<file path="src/rtl/gfse_pkg.sv">
// Package with the shared types, codes and defaults of the grammar FIRST-set engine.
package gfse_pkg;

    // Default sizes, handed to the top level as parameter defaults.
    localparam int NUM_NONTERMINALS_DEF = 16;
    localparam int NUM_TERMINALS_DEF    = 32;
    localparam int MAX_SYMBOLS_DEF      = 256;

    // A set holds 32 terminal bits and the empty-string bit on top.
    localparam int SET_W = 33;
    localparam logic [SET_W-1:0] EPS_MASK = {1'b1, 32'h0000_0000};

    // Operation codes.
    localparam logic [1:0] OP_LOAD    = 2'd0;
    localparam logic [1:0] OP_COMPUTE = 2'd1;
    localparam logic [1:0] OP_CLEAR   = 2'd2;

    // Symbol kinds; the unused code behaves as an empty symbol.
    localparam logic [1:0] KIND_TERM    = 2'd0;
    localparam logic [1:0] KIND_NONTERM = 2'd1;
    localparam logic [1:0] KIND_EMPTY   = 2'd2;

    typedef struct packed {
        logic [1:0] operation;
        logic [3:0] head;
        logic [1:0] symbol_kind;
        logic [4:0] symbol_index;
        logic       production_end;
    } cmd_item_t;

    typedef struct packed {
        logic [3:0]  nonterminal;
        logic [31:0] first_terminals;
        logic        derives_empty;
        logic        store_overflowed;
        logic        last;
    } rsp_item_t;

    // One stored production symbol.
    typedef struct packed {
        logic       prod_end;
        logic [4:0] symbol_index;
        logic [1:0] symbol_kind;
        logic [3:0] head;
    } prod_entry_t;

    // Result of the shared set merge unit.
    typedef struct packed {
        logic [SET_W-1:0] value;
        logic             grew;
        logic             has_eps;
    } merge_res_t;

    typedef enum logic [8:0] {
        ST_IDLE      = 9'b000000001,
        ST_SYM_RD    = 9'b000000010,
        ST_SYM_EVAL  = 9'b000000100,
        ST_SET_EVAL  = 9'b000001000,
        ST_SYM_END   = 9'b000010000,
        ST_HEAD_EVAL = 9'b000100000,
        ST_PASS_END  = 9'b001000000,
        ST_EMIT_RD   = 9'b010000000,
        ST_EMIT_LOAD = 9'b100000000
    } state_t;

endpackage

</file>
<file path="src/rtl/grammar_first_set_engine_top.sv">
// Operation: a load, clear or unused operation is handled in the idle state; compute runs
// passes over all stored symbols until a pass grows no set, then emits one result per
// nonterminal, holding it while the receiver stalls. Throughput: one item at a time; the
// pass count is at most the number of set growths plus one, so the pass loop sets the time.
// Reset: counters, overflow flag and all FIRST sets clear at once (valid bits); the
// production memory is not cleared and needs no clearing pass.
module grammar_first_set_engine_top
    import gfse_pkg::*;
#(
    parameter int NUM_NONTERMINALS = NUM_NONTERMINALS_DEF,
    parameter int NUM_TERMINALS    = NUM_TERMINALS_DEF,
    parameter int MAX_SYMBOLS      = MAX_SYMBOLS_DEF
)
(
    input  logic      clk,
    input  logic      rst_n,
    input  logic      cmd_valid,
    output logic      cmd_stall,
    input  cmd_item_t cmd,
    output logic      rsp_valid,
    input  logic      rsp_stall,
    output rsp_item_t rsp
);

    // Address width of the production memory and width of the fill count.
    localparam int AW = $clog2(MAX_SYMBOLS);
    localparam int CW = $clog2(MAX_SYMBOLS + 1);
    // Address width of the FIRST-set memory.
    localparam int NW = $clog2(NUM_NONTERMINALS);

    // Sequencer state and control registers.
    state_t          state_reg, state_next;
    logic [CW-1:0]   count_reg, count_next;
    logic            ovf_reg, ovf_next;
    logic [CW-1:0]   p_reg, p_next;
    logic [NW-1:0]   k_reg, k_next;
    logic            start_reg, start_next;
    logic            done_reg, done_next;
    logic            changed_reg, changed_next;
    logic            rsp_valid_reg, rsp_valid_next;

    // Data registers of the scan and the output.
    logic [3:0]       head_reg, head_next;
    logic [SET_W-1:0] acc_reg, acc_next;
    rsp_item_t        rsp_reg, rsp_next;

    // Memory and merge unit hookup.
    logic             st_wr_en;
    prod_entry_t      st_wr_data;
    prod_entry_t      ent;
    logic             set_clr;
    logic             set_wr_en;
    logic [NW-1:0]    set_wr_addr;
    logic [SET_W-1:0] set_wr_data;
    logic [NW-1:0]    set_rd_addr;
    logic [SET_W-1:0] set_rd_data;
    logic [SET_W-1:0] mu_base;
    logic [SET_W-1:0] mu_operand;
    logic             mu_mask_eps;
    merge_res_t       mu_res;

    // Decoded views of the symbol currently read from the production memory.
    logic             cmd_take;
    logic             is_last_sym;
    logic             is_end;
    logic [6:0]       idx_ext;
    logic [6:0]       head_ext;
    logic [6:0]       k_ext;
    logic             nt_ok;
    logic             head_ok;
    logic             term_ok;
    logic [SET_W-1:0] term_operand;
    logic [SET_W-1:0] acc_base;
    logic             done_base;
    logic             do_advance;

    assign cmd_stall = (state_reg != ST_IDLE);
    assign cmd_take  = cmd_valid & ~cmd_stall;

    assign st_wr_data.prod_end     = cmd.production_end;
    assign st_wr_data.symbol_index = cmd.symbol_index;
    assign st_wr_data.symbol_kind  = cmd.symbol_kind;
    assign st_wr_data.head         = cmd.head;

    gfse_prod_store #(
        .DEPTH (MAX_SYMBOLS),
        .AW    (AW)
    ) u_prod_store (
        .clk     (clk),
        .wr_en   (st_wr_en),
        .wr_addr (count_reg[AW-1:0]),
        .wr_data (st_wr_data),
        .rd_addr (p_reg[AW-1:0]),
        .rd_data (ent)
    );

    gfse_set_store #(
        .DEPTH (NUM_NONTERMINALS),
        .AW    (NW)
    ) u_set_store (
        .clk     (clk),
        .rst_n   (rst_n),
        .clr     (set_clr),
        .wr_en   (set_wr_en),
        .wr_addr (set_wr_addr),
        .wr_data (set_wr_data),
        .rd_addr (set_rd_addr),
        .rd_data (set_rd_data)
    );

    gfse_merge_unit u_merge (
        .base     (mu_base),
        .operand  (mu_operand),
        .mask_eps (mu_mask_eps),
        .res      (mu_res)
    );

    // The production memory address is the scan position and stays put while a symbol
    // is being worked on, so its registered read data holds for all of that symbol.
    always_comb
    begin
        is_last_sym  = ((p_reg + CW'(1)) == count_reg);
        is_end       = ent.prod_end | is_last_sym;
        idx_ext      = {2'b00, ent.symbol_index};
        head_ext     = {3'b000, head_reg};
        k_ext        = 7'(k_reg);
        nt_ok        = (idx_ext < 7'(NUM_NONTERMINALS));
        head_ok      = (head_ext < 7'(NUM_NONTERMINALS));
        term_ok      = ({1'b0, ent.symbol_index} < 6'(NUM_TERMINALS));
        term_operand = term_ok ? (SET_W'(1) << ent.symbol_index) : '0;
        // The first symbol of a production starts a fresh scan.
        acc_base     = start_reg ? '0 : acc_reg;
        done_base    = start_reg ? 1'b0 : done_reg;
    end

    // Operand selection of the shared merge unit. A terminal adds its bit, an empty or
    // spare symbol adds epsilon, a body nonterminal adds its set without epsilon, and
    // the head update folds the scan result into the stored set of the head.
    always_comb
    begin
        mu_base     = acc_reg;
        mu_operand  = EPS_MASK;
        mu_mask_eps = 1'b0;
        priority if (state_reg == ST_SYM_EVAL)
        begin
            mu_base    = acc_base;
            mu_operand = (ent.symbol_kind == KIND_TERM) ? term_operand : EPS_MASK;
        end
        else if (state_reg == ST_SET_EVAL)
        begin
            mu_operand  = set_rd_data;
            mu_mask_eps = 1'b1;
        end
        else if (state_reg == ST_HEAD_EVAL)
        begin
            mu_base    = set_rd_data;
            mu_operand = acc_reg;
        end
        else
        begin
        end
    end

    always_comb
    begin
        state_next     = state_reg;
        count_next     = count_reg;
        ovf_next       = ovf_reg;
        p_next         = p_reg;
        k_next         = k_reg;
        start_next     = start_reg;
        done_next      = done_reg;
        changed_next   = changed_reg;
        rsp_valid_next = rsp_valid_reg;
        head_next      = head_reg;
        acc_next       = acc_reg;
        rsp_next       = rsp_reg;

        st_wr_en    = 1'b0;
        set_clr     = 1'b0;
        set_wr_en   = 1'b0;
        set_wr_addr = head_ext[NW-1:0];
        set_wr_data = mu_res.value;
        set_rd_addr = k_reg;
        do_advance  = 1'b0;

        if (rsp_valid_reg && !rsp_stall)
        begin
            rsp_valid_next = 1'b0;
        end

        unique case (state_reg)
            ST_IDLE:
            begin
                if (cmd_take)
                begin
                    unique case (cmd.operation)
                        OP_LOAD:
                        begin
                            if (count_reg < CW'(MAX_SYMBOLS))
                            begin
                                st_wr_en   = 1'b1;
                                count_next = count_reg + CW'(1);
                            end
                            else
                            begin
                                ovf_next = 1'b1;
                            end
                        end
                        OP_CLEAR:
                        begin
                            count_next   = '0;
                            ovf_next     = 1'b0;
                            changed_next = 1'b0;
                            set_clr      = 1'b1;
                        end
                        OP_COMPUTE:
                        begin
                            set_clr      = 1'b1;
                            changed_next = 1'b0;
                            k_next       = '0;
                            p_next       = '0;
                            start_next   = 1'b1;
                            if (count_reg == '0)
                            begin
                                state_next = ST_EMIT_RD;
                            end
                            else
                            begin
                                state_next = ST_SYM_RD;
                            end
                        end
                        default:
                        begin
                        end
                    endcase
                end
            end

            ST_SYM_RD:
            begin
                state_next = ST_SYM_EVAL;
            end

            ST_SYM_EVAL:
            begin
                head_next  = start_reg ? ent.head : head_reg;
                start_next = 1'b0;
                acc_next   = acc_base;
                done_next  = done_base;
                state_next = ST_SYM_END;
                if (!done_base)
                begin
                    unique case (ent.symbol_kind)
                        KIND_TERM:
                        begin
                            acc_next  = mu_res.value;
                            done_next = 1'b1;
                        end
                        KIND_NONTERM:
                        begin
                            if (nt_ok)
                            begin
                                set_rd_addr = idx_ext[NW-1:0];
                                state_next  = ST_SET_EVAL;
                            end
                            else
                            begin
                                done_next = 1'b1;
                            end
                        end
                        default:
                        begin
                            acc_next  = mu_res.value;
                            done_next = 1'b1;
                        end
                    endcase
                end
            end

            ST_SET_EVAL:
            begin
                acc_next   = mu_res.value;
                done_next  = ~mu_res.has_eps;
                state_next = ST_SYM_END;
            end

            ST_SYM_END:
            begin
                if (is_end && head_ok)
                begin
                    set_rd_addr = head_ext[NW-1:0];
                    acc_next    = done_reg ? acc_reg : (acc_reg | EPS_MASK);
                    state_next  = ST_HEAD_EVAL;
                end
                else
                begin
                    do_advance = 1'b1;
                end
            end

            ST_HEAD_EVAL:
            begin
                set_wr_en   = 1'b1;
                set_wr_addr = head_ext[NW-1:0];
                set_wr_data = mu_res.value;
                if (mu_res.grew)
                begin
                    changed_next = 1'b1;
                end
                do_advance = 1'b1;
            end

            ST_PASS_END:
            begin
                if (changed_reg)
                begin
                    changed_next = 1'b0;
                    p_next       = '0;
                    start_next   = 1'b1;
                    state_next   = ST_SYM_RD;
                end
                else
                begin
                    k_next     = '0;
                    state_next = ST_EMIT_RD;
                end
            end

            ST_EMIT_RD:
            begin
                state_next = ST_EMIT_LOAD;
            end

            ST_EMIT_LOAD:
            begin
                if (!rsp_valid_reg || !rsp_stall)
                begin
                    rsp_valid_next            = 1'b1;
                    rsp_next.nonterminal      = k_ext[3:0];
                    rsp_next.first_terminals  = set_rd_data[31:0];
                    rsp_next.derives_empty    = set_rd_data[SET_W-1];
                    rsp_next.store_overflowed = ovf_reg;
                    rsp_next.last             = (k_reg == NW'(NUM_NONTERMINALS - 1));
                    if (k_reg == NW'(NUM_NONTERMINALS - 1))
                    begin
                        state_next = ST_IDLE;
                    end
                    else
                    begin
                        k_next     = k_reg + NW'(1);
                        state_next = ST_EMIT_RD;
                    end
                end
            end

            default:
            begin
                state_next = ST_IDLE;
            end
        endcase

        // Step to the next stored symbol, or close the pass after the last one.
        if (do_advance)
        begin
            start_next = is_end;
            if (is_last_sym)
            begin
                state_next = ST_PASS_END;
            end
            else
            begin
                p_next     = p_reg + CW'(1);
                state_next = ST_SYM_RD;
            end
        end
    end

    always_ff @(posedge clk or negedge rst_n)
    begin
        if (!rst_n)
        begin
            state_reg     <= ST_IDLE;
            count_reg     <= '0;
            ovf_reg       <= 1'b0;
            p_reg         <= '0;
            k_reg         <= '0;
            start_reg     <= 1'b0;
            done_reg      <= 1'b0;
            changed_reg   <= 1'b0;
            rsp_valid_reg <= 1'b0;
        end
        else
        begin
            state_reg     <= state_next;
            count_reg     <= count_next;
            ovf_reg       <= ovf_next;
            p_reg         <= p_next;
            k_reg         <= k_next;
            start_reg     <= start_next;
            done_reg      <= done_next;
            changed_reg   <= changed_next;
            rsp_valid_reg <= rsp_valid_next;
        end
    end

    always_ff @(posedge clk)
    begin
        head_reg <= head_next;
        acc_reg  <= acc_next;
        rsp_reg  <= rsp_next;
    end

    assign rsp_valid = rsp_valid_reg;
    assign rsp       = rsp_reg;

`ifndef ASSERT_OFF
    // The fill count never runs past the capacity of the production memory.
    a_count_bound: assert property (@(posedge clk) disable iff (!rst_n)
        count_reg <= CW'(MAX_SYMBOLS))
        else $error("symbol count beyond capacity");

    // The overflow flag only rises on a load that found the store full.
    a_ovf_cause: assert property (@(posedge clk) disable iff (!rst_n)
        $rose(ovf_reg) |-> $past(cmd_take && (cmd.operation == OP_LOAD)
                                 && (count_reg == CW'(MAX_SYMBOLS))))
        else $error("overflow flag set without a dropped load");

    // A result that is not the final one leaves only while the emit loop is running.
    a_emit_phase: assert property (@(posedge clk) disable iff (!rst_n)
        (rsp_valid && !rsp_stall && !rsp.last) |->
            ((state_reg == ST_EMIT_RD) || (state_reg == ST_EMIT_LOAD)))
        else $error("result handed over outside the emit loop");
`endif

endmodule

</file>
<file path="src/rtl/gfse_prod_store.sv">
// Production symbol memory: one write port and one registered read port.
module gfse_prod_store
    import gfse_pkg::*;
#(
    parameter int DEPTH = MAX_SYMBOLS_DEF,
    parameter int AW    = $clog2(MAX_SYMBOLS_DEF)
)
(
    input  logic          clk,
    input  logic          wr_en,
    input  logic [AW-1:0] wr_addr,
    input  prod_entry_t   wr_data,
    input  logic [AW-1:0] rd_addr,
    output prod_entry_t   rd_data
);

    prod_entry_t mem [DEPTH];
    prod_entry_t rd_data_reg;

    always_ff @(posedge clk)
    begin
        if (wr_en)
        begin
            mem[wr_addr] <= wr_data;
        end
        rd_data_reg <= mem[rd_addr];
    end

    assign rd_data = rd_data_reg;

endmodule

</file>
<file path="src/rtl/gfse_set_store.sv">
// FIRST-set memory with per-entry valid bits so that a single clear strobe empties every entry.
module gfse_set_store
    import gfse_pkg::*;
#(
    parameter int DEPTH = NUM_NONTERMINALS_DEF,
    parameter int AW    = $clog2(NUM_NONTERMINALS_DEF)
)
(
    input  logic             clk,
    input  logic             rst_n,
    input  logic             clr,
    input  logic             wr_en,
    input  logic [AW-1:0]    wr_addr,
    input  logic [SET_W-1:0] wr_data,
    input  logic [AW-1:0]    rd_addr,
    output logic [SET_W-1:0] rd_data
);

    logic [SET_W-1:0] mem [DEPTH];
    logic [SET_W-1:0] rd_mem_reg;
    logic [DEPTH-1:0] valid_reg;
    logic             rd_valid_reg;

    always_ff @(posedge clk)
    begin
        if (wr_en)
        begin
            mem[wr_addr] <= wr_data;
        end
        rd_mem_reg <= mem[rd_addr];
    end

    always_ff @(posedge clk or negedge rst_n)
    begin
        if (!rst_n)
        begin
            valid_reg    <= '0;
            rd_valid_reg <= 1'b0;
        end
        else
        begin
            if (clr)
            begin
                valid_reg <= '0;
            end
            else if (wr_en)
            begin
                valid_reg[wr_addr] <= 1'b1;
            end
            rd_valid_reg <= valid_reg[rd_addr];
        end
    end

    // An entry never written since the last clear reads as the empty set.
    assign rd_data = rd_valid_reg ? rd_mem_reg : '0;

endmodule

</file>
<file path="src/rtl/gfse_merge_unit.sv">
// Shared set merge unit: ORs an operand set, optionally without epsilon, into a base set and flags growth.
module gfse_merge_unit
    import gfse_pkg::*;
(
    input  logic [SET_W-1:0] base,
    input  logic [SET_W-1:0] operand,
    input  logic             mask_eps,
    output merge_res_t       res
);

    logic [SET_W-1:0] operand_eff;

    always_comb
    begin
        operand_eff = mask_eps ? (operand & ~EPS_MASK) : operand;
        res.value   = base | operand_eff;
        res.grew    = (res.value != base);
        res.has_eps = operand[SET_W-1];
    end

endmodule

</file>
<file path="config.mk">
export PLATFORM = sky130hd
export DESIGN_NAME = grammar_first_set_engine_top
export DESIGN_NICKNAME = d
export VERILOG_FILES = /design/src/rtl/gfse_pkg.sv /design/src/rtl/grammar_first_set_engine_top.sv /design/src/rtl/gfse_prod_store.sv /design/src/rtl/gfse_set_store.sv /design/src/rtl/gfse_merge_unit.sv
export SDC_FILE = /design/constraint.sdc
export NUM_CORES = 2
export LEC_CHECK = 0
export BUFFER_PORTS_ARGS = -buffer_cell sky130_fd_sc_hd__buf_2
export CORE_ASPECT_RATIO = 1.25
export CORE_MARGIN = 5
export CORE_UTILIZATION = 38
export DETAILED_ROUTE_END_ITERATION = 10
export MAX_ROUTING_LAYER = met4
export PLACE_DENSITY_LB_ADDON = 0.1
export SLEW_MARGIN = 5
export SYNTH_ARGS = -nofsm -noshare
export SYNTH_HDL_FRONTEND = slang
export SYNTH_SLANG_ARGS = --single-unit
</file>
<file path="constraint.sdc">
create_clock -name clk -period 7.15 [get_ports clk]
set_clock_uncertainty 0.2 [all_clocks]
set_input_delay 0.3575 -clock clk [delete_from_list [all_inputs] [get_ports clk]]
set_output_delay 0.3575 -clock clk [all_outputs]
set_load 0.005 [all_outputs]
</file>
==> impl_metrics.toml <==
[status]
status = "complete, no violations"

[logic_synthesis]
syn_area_um2 = 145800
avgSynthCellArea_um2 = 22.19
ys.flop_type = "edfxtp_1"
ys_ff_latch = 3774
synthTopCellsByArea = "edfxtp_1 76%, mux4_2 16%, mux2i_1 1.9%"
syn_inst = 6572
synth_top_area_share = 0.7568
synthesis.nets = 6599
synth_edf_count = 3676
yosysUniqueCellTypes = 71
synthArstFlopShare = 0.01404
yosysWarnings = 0
yosysSeqAreaShare = 0.7721
yosysTopAreaCell = "edfxtp_1"

[setup_path]
r2r_slack_ns = 1.45
worst_setup_path_start_kind = "register"
critPathLaunch = "p_reg[1]"
reg2reg_from = "p_reg[1]"
cp_max_fo = 39
end_kind = "register"
r2r-end = "u_set_store.rd_mem_reg[7]"
cp_data_arrival_time_ns = 6.30
cp.required_ns = 7.76
reg2regPathDepth = 12
critPathKind = "register to register"

[placed_design]
gp_congestion = 0.8293
hpwl_um = 229400
dp_cells = 11760
io_buffers = 58

[final_layout]
final_cell_mix = "3676 x edfxtp_1, 1020 x mux4_2, 385 x clkbuf_16"
seqCellArea_um2 = 112600
area_delta_synth_final_pct = 14.56
multiInputGateArea_um2 = 31840
finalNetCount = 7070
drive_above_1_share = 0.2800
fillers = 32730
final_cells = 12490
layout_commonest_cell = "edfxtp_1"
largest_reg_flops = 3072

[floorplanning]
core_um2 = 382600
die_w_um = 564.1
die_area_um2 = 396400
start_util = 0.3812
die_h_um = 702.7
rows = 254
boundaryPins = 59

[sta]
setup_tns_ns = 0
period_needed_ns = 5.697
tightest_slew_ns = 1.271
hold_viol = 0
maxSlewViolCount = 0
period_share = 0.7967
max_freq_mhz = 175.5
final-setup-viol-count = 0
timing.slew.headroom = 0.1499
rsz0062_at_grt = "false"

[clock_network]
cts_inserted_buffers = 383
post_cts_buffers = 0
cts-root-buf = "clkbuf_16"
clockBufferDepth = 4
cts_sinks = 3774
worstSkewPairLatency_ns = 0.96
h-tree-depth = 5
cts_tree = "built"
post_cts_resized = 0
path_clk_slew_ns = 0.06

[power_and_ir_drop]
p_leak_nw = 52.13
ir_drop_mv = 0.1864
power_density_nw_per_um2 = 276.6

[routing]
via_per_inst = 5.509
drt-pass1-iter-count = 6
remaining_drc_errors = 0
wl_um = 398100
final_antenna_net_count = 0
wl_per_cell_um = 31.86
via_count = 68840
drtIter0Drc = 6232

[min_path]
worstHoldPathType = "primary input to register"
min_from = "rsp_stall"
min_delay_path_depth = 4
hold_end = "state_reg[8]"

[global_route]
grt_overflow = 0
grtUsageTotal = 0.2046
antenna_found_initial = 13
grt_pass1_wl_um = 561400
grt_max_degree = 183
grt_pass1_vias = 70890

[job]
cap_violations = 0
==> worst max-delay path, cell delays in order (launching register included) <==
cell	delay, ns
dfrtp_4	0.89
ha_1	0.48
nand2_1	0.19
or4b_1	0.49
a222oi_1	0.42
o211ai_2	0.33
nor4b_1	0.39
o21bai_4	0.38
buf_4	0.39
buf_4	0.46
mux2i_1	0.24
o22ai_1	0.09
or4_1	0.53
==> area by class of cell <==
cell class	count	share of cell area
repair buffers	456	0.02200
well taps	5120	0.03834
clock inverters	232	0.01382
clock buffers	475	0.06028
diodes	9	0.0001348
multi-input cells	2396	0.1906
flip-flops and latches	3774	0.6741
inverters	32	0.0007189
==> metal layers <==
metal  vias up  global-route usage  part of all wire
met2      1746              0.3462              0.52
met3       499             0.02327             0.040
met5         -                   -                 0
met1     37870              0.2672              0.42
li1      28720                   -                 -
met4         0             0.04830             0.026
==> kinds of logic (layout without fill, tap and decap cells) <==
group	Yosys count	in the layout	share of synthesized area
DFF	3774	3774	0.7721
muxes	1296	1296	0.1765
and+or+nand+nor	687	687	0.02152
buffers and inverters	402	1195	0.01096
AOI/OAI and AO/OA	391	391	0.01726
xor gates and xnor gates	13	13	0.0008836
adders and majority gates	9	9	0.0007721
other	0	9	0
==> power breakdown <==
group          internal, W  switching (W)  total, W
logic             0.000563        0.00127   0.00183
registers           0.0243      0.0000676    0.0244
clock network       0.0114        0.00857    0.0200
total               0.0363        0.00991    0.0462
==> metrics by stage <==
step                      total power [W]  utilization  hold WS [ns]  setup WS [ns]  cell area [um^2]
after floorplan                   0.02572            -       -0.1381          1.959            145900
after global placement            0.02669       0.4037        0.2732          1.566            154500
after detailed placement          0.02673       0.4037        0.2790          1.479            154500
after CTS                         0.04678       0.4366        0.1542          1.436            167100
after global routing              0.04775       0.4366        0.2492          1.108            167100
final                             0.04621       0.4367        0.2799          1.453            167100
==> synthesized netlist by cell type (16+ instances only) <==
cell / instances
nor3_1: 29
nand3_1: 39
inv_1: 32
buf_1: 70
o21ai_0: 103
o22ai_1: 139
a22oi_1: 29
mux2i_1: 272
a21oi_1: 36
nor2b_1: 18
nand2_1: 136
dfrtp_1: 52
buf_2: 48
clkbuf_1: 244
nor2_1: 340
or4_1: 34
o21a_1: 16
dfxtp_1: 45
mux4_2: 1020
edfxtp_1: 3676
and2_1: 20
==> worst max-delay path by stage <==
stage / end / slack [ns]
6_report: u_set_store.rd_mem_reg[7] / 1.45
3_5_place_dp: u_set_store.rd_mem_reg[7] / 1.48
3_3_place_gp: u_set_store.rd_mem_reg[13] / 1.57
2_1_floorplan: u_set_store.mem[0][0] / 1.96
5_1_grt: u_set_store.rd_mem_reg[7] / 1.11
4_1_cts: u_set_store.rd_mem_reg[7] / 1.44
==> what timing repair did <==
| action | CTS | global route |
|---|---|---|
| hold endpoints to repair | 1359 | 0 |
| hold buffers | 21 | 0 |
| setup endpoints to repair | 0 | 0 |
Power figures use the tool's default switching activity.
